## config.mk

```make
export PLATFORM = sky130hd
export DESIGN_NAME = utf8_control_char_screen
export DESIGN_NICKNAME = d
export VERILOG_FILES = /design/src/sv/utf8cs_pkg.sv /design/src/sv/utf8_control_char_screen.sv /design/src/sv/utf8cs_decode.sv
export SDC_FILE = /design/constraint.sdc
export NUM_CORES = 1
export LEC_CHECK = 0
export BUFFER_PORTS_ARGS = -buffer_cell sky130_fd_sc_hd__buf_2
export CORE_UTILIZATION = 25
export CTS_CLUSTER_DIAMETER = 40
export DETAILED_ROUTE_END_ITERATION = 8
export SYNTH_ARGS = -nofsm -noshare
export SYNTH_HDL_FRONTEND = slang
export SYNTH_SLANG_ARGS = --single-unit
```

## constraint.sdc

```tcl
create_clock -name clk -period 5.4 [get_ports clk]
set_clock_uncertainty 0.1 [all_clocks]
set_input_delay 0.81 -clock clk [delete_from_list [all_inputs] [get_ports clk]]
set_output_delay 0.81 -clock clk [all_outputs]
set_load 0.01 [all_outputs]
```

## src/sv/utf8cs_pkg.sv

```systemverilog
package utf8cs_pkg;

	localparam logic [7:0] CtrlLimit    = 8'h20;
	localparam logic [7:0] DelByte      = 8'h7f;
	localparam logic [7:0] C1Low        = 8'h80;
	localparam logic [7:0] C1High       = 8'h9f;
	localparam logic [7:0] Lead2Low     = 8'hc2;
	localparam logic [7:0] Lead2High    = 8'hdf;
	localparam logic [7:0] Lead3Low     = 8'he0;
	localparam logic [7:0] Lead3High    = 8'hef;
	localparam logic [7:0] Lead4Low     = 8'hf0;
	localparam logic [7:0] Lead4High    = 8'hf4;
	localparam logic [7:0] ContHigh     = 8'hbf;
	localparam logic [7:0] SecondSplit  = 8'ha0;
	localparam logic [7:0] SecondLow4   = 8'h90;
	localparam logic [7:0] SecondHigh4  = 8'h8f;
	localparam logic [7:0] SurrogLead   = 8'hed;

	localparam int unsigned PointWidth  = 21;

	typedef struct packed {
		logic [7:0]            lead_value;
		logic [1:0]            bytes_expected;
		logic [1:0]            bytes_seen;
		logic [PointWidth-1:0] partial_point;
		logic                  bad_seen;
	} dec_state_t;

	localparam dec_state_t StateClear = '{
		lead_value:     8'h00,
		bytes_expected: 2'd0,
		bytes_seen:     2'd0,
		partial_point:  '0,
		bad_seen:       1'b0
	};

	function automatic logic is_control_point(input logic [PointWidth-1:0] cp);
		logic hit;
		begin
			hit = (cp < PointWidth'(CtrlLimit)) || (cp == PointWidth'(DelByte)) ||
				((cp >= PointWidth'(C1Low)) && (cp <= PointWidth'(C1High)));
			return hit;
		end
	endfunction

endpackage

```

## src/sv/utf8_control_char_screen.sv

```systemverilog
// Screens a text string, one byte per transaction, for control characters
// and malformed UTF-8. A transaction with last_byte high closes the string
// and yields one verdict transaction (forbidden high for a bad string); other
// bytes yield none. A byte can be taken every clock while text_stall is low.
// It is registered, decoded combinationally against the sequence state, and
// the verdict lands in an output register, from which it is offered once its
// closing byte has left the input register. Bytes that do not close a string
// keep flowing while an earlier verdict waits to be taken. A closing byte is
// held in the input register until the output register is free.
module utf8_control_char_screen (
	input  logic       clk,
	input  logic       arst_n,
	input  logic       text_valid,
	output logic       text_stall,
	input  logic [7:0] text_byte,
	input  logic       last_byte,
	output logic       verdict_valid,
	input  logic       verdict_stall,
	output logic       forbidden
);
	import utf8cs_pkg::*;

	logic       valid_s1;
	logic [7:0] byte_s1;
	logic       last_s1;
	dec_state_t state_q;
	dec_state_t state_next;
	logic       forbidden_next;
	logic       verdict_valid_q;
	logic       forbidden_q;
	logic       out_free;
	logic       adv_s1;

	assign out_free   = !verdict_valid_q || !verdict_stall;
	// bytes without a last mark never wait on the output side
	assign adv_s1     = valid_s1 && (!last_s1 || out_free);
	assign text_stall = valid_s1 && !adv_s1;

	utf8cs_decode u_decode (
		.state      (state_q),
		.text_byte  (byte_s1),
		.last_byte  (last_s1),
		.next_state (state_next),
		.forbidden  (forbidden_next)
	);

	always_ff @(posedge clk or negedge arst_n) begin
		if (!arst_n) begin
			valid_s1 <= 1'b0;
		end else if (text_valid && !text_stall) begin
			valid_s1 <= 1'b1;
		end else if (adv_s1) begin
			valid_s1 <= 1'b0;
		end
	end

	always_ff @(posedge clk) begin
		if (text_valid && !text_stall) begin
			byte_s1 <= text_byte;
			last_s1 <= last_byte;
		end
	end

	always_ff @(posedge clk or negedge arst_n) begin
		if (!arst_n) begin
			state_q <= StateClear;
		end else if (adv_s1) begin
			state_q <= state_next;
		end
	end

	always_ff @(posedge clk or negedge arst_n) begin
		if (!arst_n) begin
			verdict_valid_q <= 1'b0;
		end else if (adv_s1 && last_s1) begin
			verdict_valid_q <= 1'b1;
		end else if (!verdict_stall) begin
			verdict_valid_q <= 1'b0;
		end
	end

	always_ff @(posedge clk) begin
		if (adv_s1 && last_s1) begin
			forbidden_q <= forbidden_next;
		end
	end

	assign verdict_valid = verdict_valid_q;
	assign forbidden     = forbidden_q;

	// decoder state is empty once a string is closed
	a_clear_after_last: assert property (@(posedge clk) disable iff (!arst_n)
		adv_s1 && last_s1 |=> state_q.bytes_expected == 2'd0 && !state_q.bad_seen)
		else $error("decoder state not cleared after last byte");

	// a pending verdict is never overwritten by the next one
	a_no_overwrite: assert property (@(posedge clk) disable iff (!arst_n)
		verdict_valid_q && verdict_stall && valid_s1 && last_s1 |-> !adv_s1)
		else $error("closing byte advanced over a stalled verdict");

	// a sequence in progress always has a multi-byte lead
	a_lead_held: assert property (@(posedge clk) disable iff (!arst_n)
		state_q.bytes_expected != 2'd0 |-> state_q.lead_value[7:6] == 2'b11
		&& !state_q.bad_seen)
		else $error("sequence in progress without a valid lead byte");

endmodule

```

## src/sv/utf8cs_decode.sv

```systemverilog
module utf8cs_decode (
	input  utf8cs_pkg::dec_state_t state,
	input  logic [7:0]             text_byte,
	input  logic                   last_byte,
	output utf8cs_pkg::dec_state_t next_state,
	output logic                   forbidden
);
	import utf8cs_pkg::*;

	dec_state_t            work;
	logic                  bad;
	logic [PointWidth-1:0] cp_ext;
	logic [PointWidth-1:0] cp_new;

	always_comb begin
		work   = state;
		bad    = 1'b0;
		cp_ext = PointWidth'(text_byte);
		cp_new = {state.partial_point[PointWidth-7:0], text_byte[5:0]};
		if (!state.bad_seen) begin
			if (state.bytes_expected == 2'd0) begin
				// start of a sequence
				if (is_control_point(cp_ext)) begin
					bad = 1'b1;
				end else if (text_byte < C1Low) begin
					bad = 1'b0;
				end else if (text_byte >= Lead2Low && text_byte <= Lead2High) begin
					work.bytes_expected = 2'd1;
					work.partial_point  = PointWidth'(text_byte[4:0]);
					work.lead_value     = text_byte;
					work.bytes_seen     = 2'd0;
				end else if (text_byte >= Lead3Low && text_byte <= Lead3High) begin
					work.bytes_expected = 2'd2;
					work.partial_point  = PointWidth'(text_byte[3:0]);
					work.lead_value     = text_byte;
					work.bytes_seen     = 2'd0;
				end else if (text_byte >= Lead4Low && text_byte <= Lead4High) begin
					work.bytes_expected = 2'd3;
					work.partial_point  = PointWidth'(text_byte[2:0]);
					work.lead_value     = text_byte;
					work.bytes_seen     = 2'd0;
				end else begin
					bad = 1'b1;
				end
			end else begin
				// second byte limits: overlong, surrogate, above range
				if (state.bytes_seen == 2'd0 &&
					((state.lead_value == Lead3Low && text_byte < SecondSplit) ||
					(state.lead_value == SurrogLead && text_byte >= SecondSplit) ||
					(state.lead_value == Lead4Low && text_byte < SecondLow4) ||
					(state.lead_value == Lead4High && text_byte > SecondHigh4))) begin
					bad = 1'b1;
				end else if (text_byte < C1Low || text_byte > ContHigh) begin
					bad = 1'b1;
				end else begin
					work.partial_point  = cp_new;
					work.bytes_seen     = state.bytes_seen + 2'd1;
					work.bytes_expected = state.bytes_expected - 2'd1;
					if (work.bytes_expected == 2'd0) begin
						if (is_control_point(cp_new)) begin
							bad = 1'b1;
						end else begin
							work = StateClear;
						end
					end
				end
			end
			if (bad) begin
				work          = StateClear;
				work.bad_seen = 1'b1;
			end
		end

		forbidden = work.bad_seen || (work.bytes_expected != 2'd0);
		if (last_byte) begin
			next_state = StateClear;
		end else begin
			next_state = work;
		end
	end

endmodule
```

==> flow_summary.toml, run 1 <==
[timing]
setup_viol = 0
rsz0062_at_grt = "no"
hold_viol = 0
timing.slew.headroom_pct = 47.1
max_freq_mhz = 369
min_period_ns = 2.71
finalMaxSlewViolations = 0
final.setup.tns_ns = 0
period_share_pct = 50.1
tightestPinTransition_ns = 0.794

[global_routing]
busiest_layer = "met2"
antenna_found_initial = 0
use_met1_pct = 14.2
grt_pass1_wl_um = 6910
grt_overflow = 0
grt.total_usage_pct = 10.5
grt_max_degree = 31
grt_pass1_vias = 1400
use_met3_pct = 2.36
gr-usage-met2_pct = 16.2

[clock_tree]
clk_pin_slew_ns = 0.07
clockBufferDepth = 2
root_buffer = "clkbuf_8"
cts.sinks = 40
hold_buffers = 0
ctsResizeCount = 0
numCtsBuffers = 5
cts_max_level = 2
cts_tree = "built"
clk_latency_ns = 0.29
post_cts_buffers = 0

[synthesis]
post-synth-top-count-cell = "dfrtp_1"
seq_area_frac_synth_pct = 53.4
netlist_instances = 175
synth-seq-cells = 40
synthesis.area_um2 = 1970
async_flop_share_pct = 75.0
synth_edf_count = 10
ys_types = 50
synth_top_area_share_pct = 38.1
ys_warn_count = 0
synth.largest_area_cell = "dfrtp_1"
synth_fp_nets = 191
synthFlopType = "dfrtp_1"
syn_avg_cell_area_um2 = 11.3
yosys-top-cells-count = "dfrtp_1 (30), a22o_1 (20), nand2_1 (16), edfxtp_1 (10), inv_1 (8)"
synthTopCellsByArea = "dfrtp_1 (38%), edfxtp_1 (15%), a22o_1 (8.9%)"

[worst_hold_path]
hold_path_end = "state_q[33]"
hold_start = "state_q[33]"
hp-class = "reg2reg"
min_path_cells = 1

[setup_path]
cp.arrival_ns = 2.78
crit_fanout = 18
r2r_setup_slack_ns = 2.69
critical_path_class = "reg2reg"
required_ns = 5.47
rr_startpoint = "state_q[24]"
end_kind = "register"
reg2reg_depth = 7
r2r-end = "state_q[29]"
cp-start-kind = "register"

[floorplanning]
std_cell_rows = 31
die_w_um = 90.8
die_h_um = 90.8
dieArea_um2 = 8240
start_util_pct = 26.4
coreArea_um2 = 7450
pin_count = 16

[routing]
drt_iter0_drc = 55
firstDrtPassIters = 4
ant_nets = 0
routed_wl_um = 4000
wire_per_inst_um = 13.9
post-route-drc-count = 0
routed_via_density = 4.99
via_count = 1438

[status]
status = "finished, final reports clean"

[placement]
portBuffers = 15
place_area_um2 = 2120
post-dp-hpwl_um = 2860
globalplace.congestion = 0.863

[finish]
area_delta_synth_final_pct = 12.3
diodes = 0
drive_gt1_share_pct = 17.5
nNetsFinal = 204
stdcell_area_um2 = 2210

[power]
peakVddDrop_v = 0.000188
leakage_nw = 0.931
p_per_area_nw_per_um2 = 283

[flow_run]
cap_violations = 0
-- layout make-up --
class                      count  area (um2)
tap                           99         124
clock buffer                   8        90.1
sequential                    40        1050
fill                         787        5240
timing repair buffer          15        75.1
multi-input combinational    117         837
inverter                       9        33.8
-- critical path: stages (launching register included) --
cell and delay, ns:
dfrtp_1 0.42, inv_1 0.08, ha_1 0.32, o21ai_0 0.19, o31a_1 0.33, o21ai_2 0.62, a21o_4 0.22, mux2_4 0.30
-- placed cells by master (no fill, tap or decap), types with 4 or more instances in the layout --
cell	n
nand2_1	16
inv_1	8
buf_2	15
dfrtp_1	30
nor3_1	6
nor2_1	7
nand4_1	4
o21ai_0	7
a22o_1	20
clkbuf_8	6
edfxtp_1	10
-- layer usage --
| metal | share of wire [%] | up-vias |
|---|---|---|
| li1 | - | 698 |
| met1 | 49 | 690 |
| met2 | 44 | 43 |
| met3 | 4.6 | 7 |
| met4 | 1.7 | 0 |
| met5 | 0 | - |
-- where the power goes --
| group | leakage [nW] | switching [W] | internal (W) |
|---|---|---|---|
| Sequential | 0.508 | 0.0000181 | 0.000325 |
| Combinational | 0.377 | 0.0000501 | 0.0000328 |
| Clock | 0.0455 | 0.0000942 | 0.000104 |
-- kinds of logic (layout without fill, tap and decap cells) --
logic type / count (synthesis) / in the layout / share of synthesized area (%)
AOI/OAI and AO/OA: 60 / 60 / 26.0
buffers and inverters: 18 / 32 / 4.13
DFF: 40 / 40 / 53.4
muxes: 2 / 2 / 1.33
and+or+nand+nor: 52 / 52 / 13.3
adders and majority gates: 3 / 3 / 1.91
-- registers in the layout (all words and copies together) (netlist names) --
signal,count
state_q,28
forbidden,1
verdict_valid,1
last_s1,1
valid_s1,1
byte_s1,8
-- worst max path at each step --
| stage | startpoint | to | slack, ns | cells past startpoint |
|---|---|---|---|---|
| after floorplan | byte_s1[4] | forbidden | 3.19 | 7 |
| after global placement | state_q[24] | state_q[29] | 2.75 | 7 |
| after detailed placement | state_q[24] | state_q[29] | 2.75 | 7 |
| after CTS | state_q[24] | state_q[29] | 2.72 | 7 |
| after global routing | state_q[24] | state_q[29] | 2.52 | 7 |
| final | state_q[24] | state_q[29] | 2.69 | 7 |
-- through the flow --
step | hold slack (ns) | total power [W] | worst slack, ns | std cells | util (%)
floorplan | 0.350 | 0.000404 | 3.19 | 175 | -
global placement | 0.364 | 0.000432 | 2.75 | 280 | 28.5
detailed placement | 0.370 | 0.000432 | 2.75 | 280 | 28.5
CTS | 0.395 | 0.000632 | 2.72 | 288 | 29.7
global route | 0.415 | 0.000657 | 2.52 | 288 | 29.7
finish | 0.388 | 0.000625 | 2.69 | 288 | 29.7
(Power assumes the default switching activity.)
==> run 2, diff against run 1 <==
ABC_AREA = 1   (was not set)
clock period = 2.6 ns   (was 5.4 ns; I/O delays follow)
==> flow_summary.toml, run 2 <==
[synthesis]
yosys-top-cells-count = "nand2_1 (92), nand3_1 (35), dfrtp_1 (30), nor2_1 (30), inv_1 (27)"
synthesis.area_um2 = 2160
async_flop_share_pct = 75.0
post-synth-top-count-cell = "nand2_1"
seq_area_frac_synth_pct = 48.7
synth_edf_count = 10
ys_warn_count = 0
netlist_instances = 275
synth_top_area_share_pct = 34.8
synthFlopType = "dfrtp_1"
ys_types = 25
synth_fp_nets = 291
syn_avg_cell_area_um2 = 7.85
synth.largest_area_cell = "dfrtp_1"
synthTopCellsByArea = "dfrtp_1 (35%), nand2_1 (16%), edfxtp_1 (14%)"
synth-seq-cells = 40

[power]
seq_power_share_pct = 53.0
p_sw_w = 0.000400
p_clk_share_pct = 29.3
leakage_nw = 1.24
comb_power_share_pct = 17.7
p_int_w = 0.000936
peakVddDrop_v = 0.000209
fin_total_pwr_w = 0.00134
p_per_area_nw_per_um2 = 555
swShare_pct = 30.0

[clock_tree]
numCtsBuffers = 5
ctsResizeCount = 0
root_buffer = "clkbuf_8"
clk_pin_slew_ns = 0.07
cts_max_level = 2
clockBufferDepth = 2
clk_latency_ns = 0.29
hold_buffers = 0
post_cts_buffers = 0
cts.sinks = 40
cts_tree = "built"

[timing]
rsz0062_at_grt = "no"
period_share_pct = 85.2
timing.slew.headroom_pct = 54.7
min_period_ns = 2.21
hold_viol = 0
max_freq_mhz = 452
tightestPinTransition_ns = 0.680
setup_viol = 0
finalMaxSlewViolations = 0
final.setup.tns_ns = 0

[floorplanning]
pin_count = 16
coreArea_um2 = 8300
std_cell_rows = 33
start_util_pct = 26.0
dieArea_um2 = 9010
die_h_um = 94.9
die_w_um = 94.9

[routing]
ant_nets = 0
routed_via_density = 4.59
drt_iter0_drc = 95
routed_wl_um = 4500
met1_length_um = 2160
routed.top_layer = "met4"
firstDrtPassIters = 4
via_count = 1832
wire_per_inst_um = 11.3
wl_met2_um = 2020
met3_length_um = 213
post-route-drc-count = 0

[finish]
largest_reg_flops = 28
regMostFlops = "state_q"
nNetsFinal = 309
final_common_cell = "nand2_1"
largest_registers = "state_q (28), byte_s1 (8)"
instances_no_fill = 399
area_delta_synth_final_pct = 11.5
layout_common_cells = "nand2_1 (92), nand3_1 (35), nor2_1 (30), dfrtp_1 (30), inv_1 (27)"
drive_gt1_share_pct = 12.6
diodes = 0

[setup_path]
cp.arrival_ns = 2.35
end_kind = "register"
cp-start-kind = "register"
critical_path_class = "reg2reg"
required_ns = 2.73
crit_fanout = 20

[worst_hold_path]
hp-class = "in2async"

[global_routing]
grt.total_usage_pct = 11.7
grt_overflow = 0
grt_max_degree = 31
antenna_found_initial = 0
grt_pass1_vias = 1837
grt_pass1_wl_um = 8160

[placement]
portBuffers = 15
post-dp-hpwl_um = 3330
place_inst = 391
globalplace.congestion = 0.894

[flow_run]
cap_violations = 0

[status]
status = "finished, final reports clean"
run 2: cell count changes in the layout (fill, tap and decap cells not counted), sizes merged, moves of 3 or more:
cell	change
a21o	-3
nor2	+24
nand4	+6
a22o	-20
nand2b	-3
nor4	-3
o31ai	-3
inv	+21
nand2	+81
nor3	-6
o311ai	-3
nand3	+37
run 2: through the flow:
stage / utilization (%) / hold WS [ns] / area [um2] / worst slack, ns
after floorplan: - / -0.00559 / 2160 / 0.828
after global placement: 28.0 / 0.356 / 2330 / 0.404
final: 29.0 / 0.0352 / 2410 / 0.386
after CTS: 29.0 / 0.0595 / 2410 / 0.375
after detailed placement: 28.0 / 0.367 / 2330 / 0.402
after global routing: 29.0 / 0.0966 / 2410 / 0.140
run 2: metal layers:
metal | global-route usage (%) | up-vias
met5 | 0 | -
met4 | 4.80 | 0
met3 | 3.06 | 8
met2 | 18.9 | 45
met1 | 14.8 | 855
li1 | - | 924
run 2: worst paths after layout:
check	start	to	slack (ns)	depth (start not counted)
min	arst_n	state_q[15]	0.04	1
max	state_q[25]	state_q[32]	0.39	8
max in group asynchronous	arst_n	state_q[22]	1.93	1
min in group clk	text_byte[3]	byte_s1[3]	0.17	1
min reg2reg	state_q[32]	state_q[32]	0.38	2
max reg2reg	state_q[25]	state_q[32]	0.39	8
run 2: cell type report:
cell class	count	area [um2]
Clock buffer	7	76.3
Timing Repair Buffer	16	82.6
Inverter	30	113
Clock inverter	1	3.75
Sequential cell	40	1050
Fill cell	896	5890
Tap cell	105	131
Multi-Input combinational cell	200	950
run 2: power by group through the flow:
stage	Clock [W]	Combinational, W	Sequential, W
4_1_cts	0.000406	0.000236	0.000707
2_1_floorplan	0	0.000181	0.000711
5_1_grt	0.000430	0.000272	0.000713
3_5_place_dp	0	0.000234	0.000720
3_3_place_gp	0	0.000233	0.000719
6_report	0.000392	0.000236	0.000708
run 2: critical path, cell delays in order (launching register included):
cell and delay (ns):
dfrtp_1 0.45, inv_1 0.13, ha_1 0.35, inv_1 0.22
nand2_2 0.15, nand3_4 0.10, nor2_4 0.40, nand2_1 0.16
nand2_1 0.10
run 2: kinds of logic (layout without fill, tap and decap cells):
family | after synthesis | count (layout) | synth area share [%]
simple gates | 179 | 179 | 37.2
fa+ha+maj | 3 | 3 | 1.74
flops | 40 | 40 | 48.7
compound gates | 18 | 18 | 5.04
buf+inv | 35 | 54 | 7.36
==> run 3, diff against run 2 <==
ABC_AREA = not set   (was 1)
==> flow_summary.toml, run 3 (synthesized netlist as in run 1, its figures left out) <==
[global_routing]
antenna_found_initial = 0
grt.total_usage_pct = 10.7
grt_overflow = 0
grt_pass1_vias = 1382
grt_pass1_wl_um = 6910
grt_max_degree = 31

[setup_path]
cp.arrival_ns = 2.48
cp-start-kind = "register"
end_kind = "register"
crit_fanout = 9
critical_path_class = "reg2reg"
r2r_setup_slack_ns = 0.25
required_ns = 2.73

[finish]
nNetsFinal = 212
final_common_cell = "dfrtp_1"
area_delta_synth_final_pct = 15.9
diodes = 0
regMostFlops = "state_q"
largest_registers = "state_q (28), byte_s1 (8)"
largest_reg_flops = 28
layout_common_cells = "dfrtp_1 (30), a22o_1 (20), nand2_1 (16), buf_2 (15), edfxtp_1 (10)"
nFillCells = 772
drive_gt1_share_pct = 21.3

[timing]
setup_slack_ns = 0.250
tightestPinTransition_ns = 0.666
final.setup.tns_ns = 0
min_period_ns = 2.35
timing.slew.headroom_pct = 55.6
setup_viol = 0
rsz0062_at_grt = "no"
finalMaxSlewViolations = 0
hold_viol = 0
max_freq_mhz = 425
period_share_pct = 90.4

[power]
comb_power_share_pct = 14.4
seq_power_share_pct = 51.9
swShare_pct = 26.0
p_per_area_nw_per_um2 = 591
p_sw_w = 0.000350
peakVddDrop_v = 0.000338
leakage_nw = 0.978
p_int_w = 0.000998
p_clk_share_pct = 33.6

[worst_hold_path]
hp-class = "in2async"

[floorplanning]
std_cell_rows = 31
coreArea_um2 = 7450
die_h_um = 90.8
die_w_um = 90.8
pin_count = 16
start_util_pct = 26.4
dieArea_um2 = 8240

[clock_tree]
post_cts_buffers = 0
cts_tree = "built"
clk_latency_ns = 0.29
root_buffer = "clkbuf_8"
ctsResizeCount = 0
cts.sinks = 40
clockBufferDepth = 2
numCtsBuffers = 5
hold_buffers = 0
cts_max_level = 2
clk_pin_slew_ns = 0.07

[routing]
routed_via_density = 4.95
drt_iter0_drc = 61
wire_per_inst_um = 13.9
ant_nets = 0
post-route-drc-count = 0
routed_wl_um = 4110
via_count = 1465
firstDrtPassIters = 4

[flow_run]
cap_violations = 0

[status]
status = "finished, final reports clean"

[placement]
portBuffers = 15
dp_slack_ns = 0.250
globalplace.congestion = 0.900
post-dp-hpwl_um = 3020
## run 3: cell types whose count changed in the layout (fill, tap and decap cells not counted), sizes merged, moves of 6 or more
cell / change
a22o: +20
nor2: -24
nand4: -6
nor3: +6
nand3: -37
inv: -21
nand2: -81
buf: +7
## run 3: power groups by stage
stage,logic (W),clock network (W),registers (W)
detailed placement,0.000194,0,0.000713
finish,0.000195,0.000454,0.000701
global route,0.000216,0.000495,0.000705
floorplan,0.000133,0,0.000707
global placement,0.000197,0,0.000713
CTS,0.000194,0.000469,0.000700
## run 3: critical path: stages, from the launching register on
cell and delay, ns:
dfrtp_1 0.40, inv_1 0.07, ha_1 0.29, nor2_1 0.29, nand2_1 0.11, a211oi_1 0.37, o31ai_4 0.14, nor2_2 0.30
a22o_1 0.20
## run 3: layout make-up
type | count | area, um2 | area share (%)
Inverter | 9 | 33.8 | 1.48
Clock inverter | 1 | 5.00 | 0.219
Tap cell | 99 | 124 | 5.42
Timing Repair Buffer | 23 | 135 | 5.92
Sequential cell | 40 | 1050 | 46.0
Clock buffer | 7 | 97.6 | 4.27
Multi-Input combinational cell | 117 | 837 | 36.7
## run 3: per-layer routing
| layer | share of wire [%] | GRT usage (%) | up-vias |
|---|---|---|---|
| li1 | - | - | 712 |
| met1 | 49 | 14.8 | 706 |
| met2 | 45 | 15.8 | 37 |
| met3 | 3.9 | 2.61 | 10 |
| met4 | 2.4 | 4.84 | 0 |
| met5 | 0 | 0 | - |
## run 3: path summary, 6_finish.rpt
check | startpoint | endpoint | cells after the start
max | state_q[24] | state_q[28] | 8
min | arst_n | state_q[0] | 1
max reg2reg | state_q[24] | state_q[28] | 8
min reg2reg | state_q[32] | state_q[32] | 1
max in group asynchronous | arst_n | state_q[31] | 1
min in group clk | last_byte | last_s1 | 1
## run 3: metrics by stage
step / hold WS (ns) / instance area, um2 / total power, W / util (%) / cells
final: 0.0307 / 2280 / 0.00135 / 30.7 / 296
after floorplan: -0.00559 / 1970 / 0.000840 / - / 175
after detailed placement: 0.367 / 2180 / 0.000907 / 29.3 / 288
after global routing: 0.0877 / 2280 / 0.00142 / 30.7 / 296
after CTS: 0.0534 / 2280 / 0.00136 / 30.7 / 296
after global placement: 0.365 / 2180 / 0.000910 / 29.3 / 288
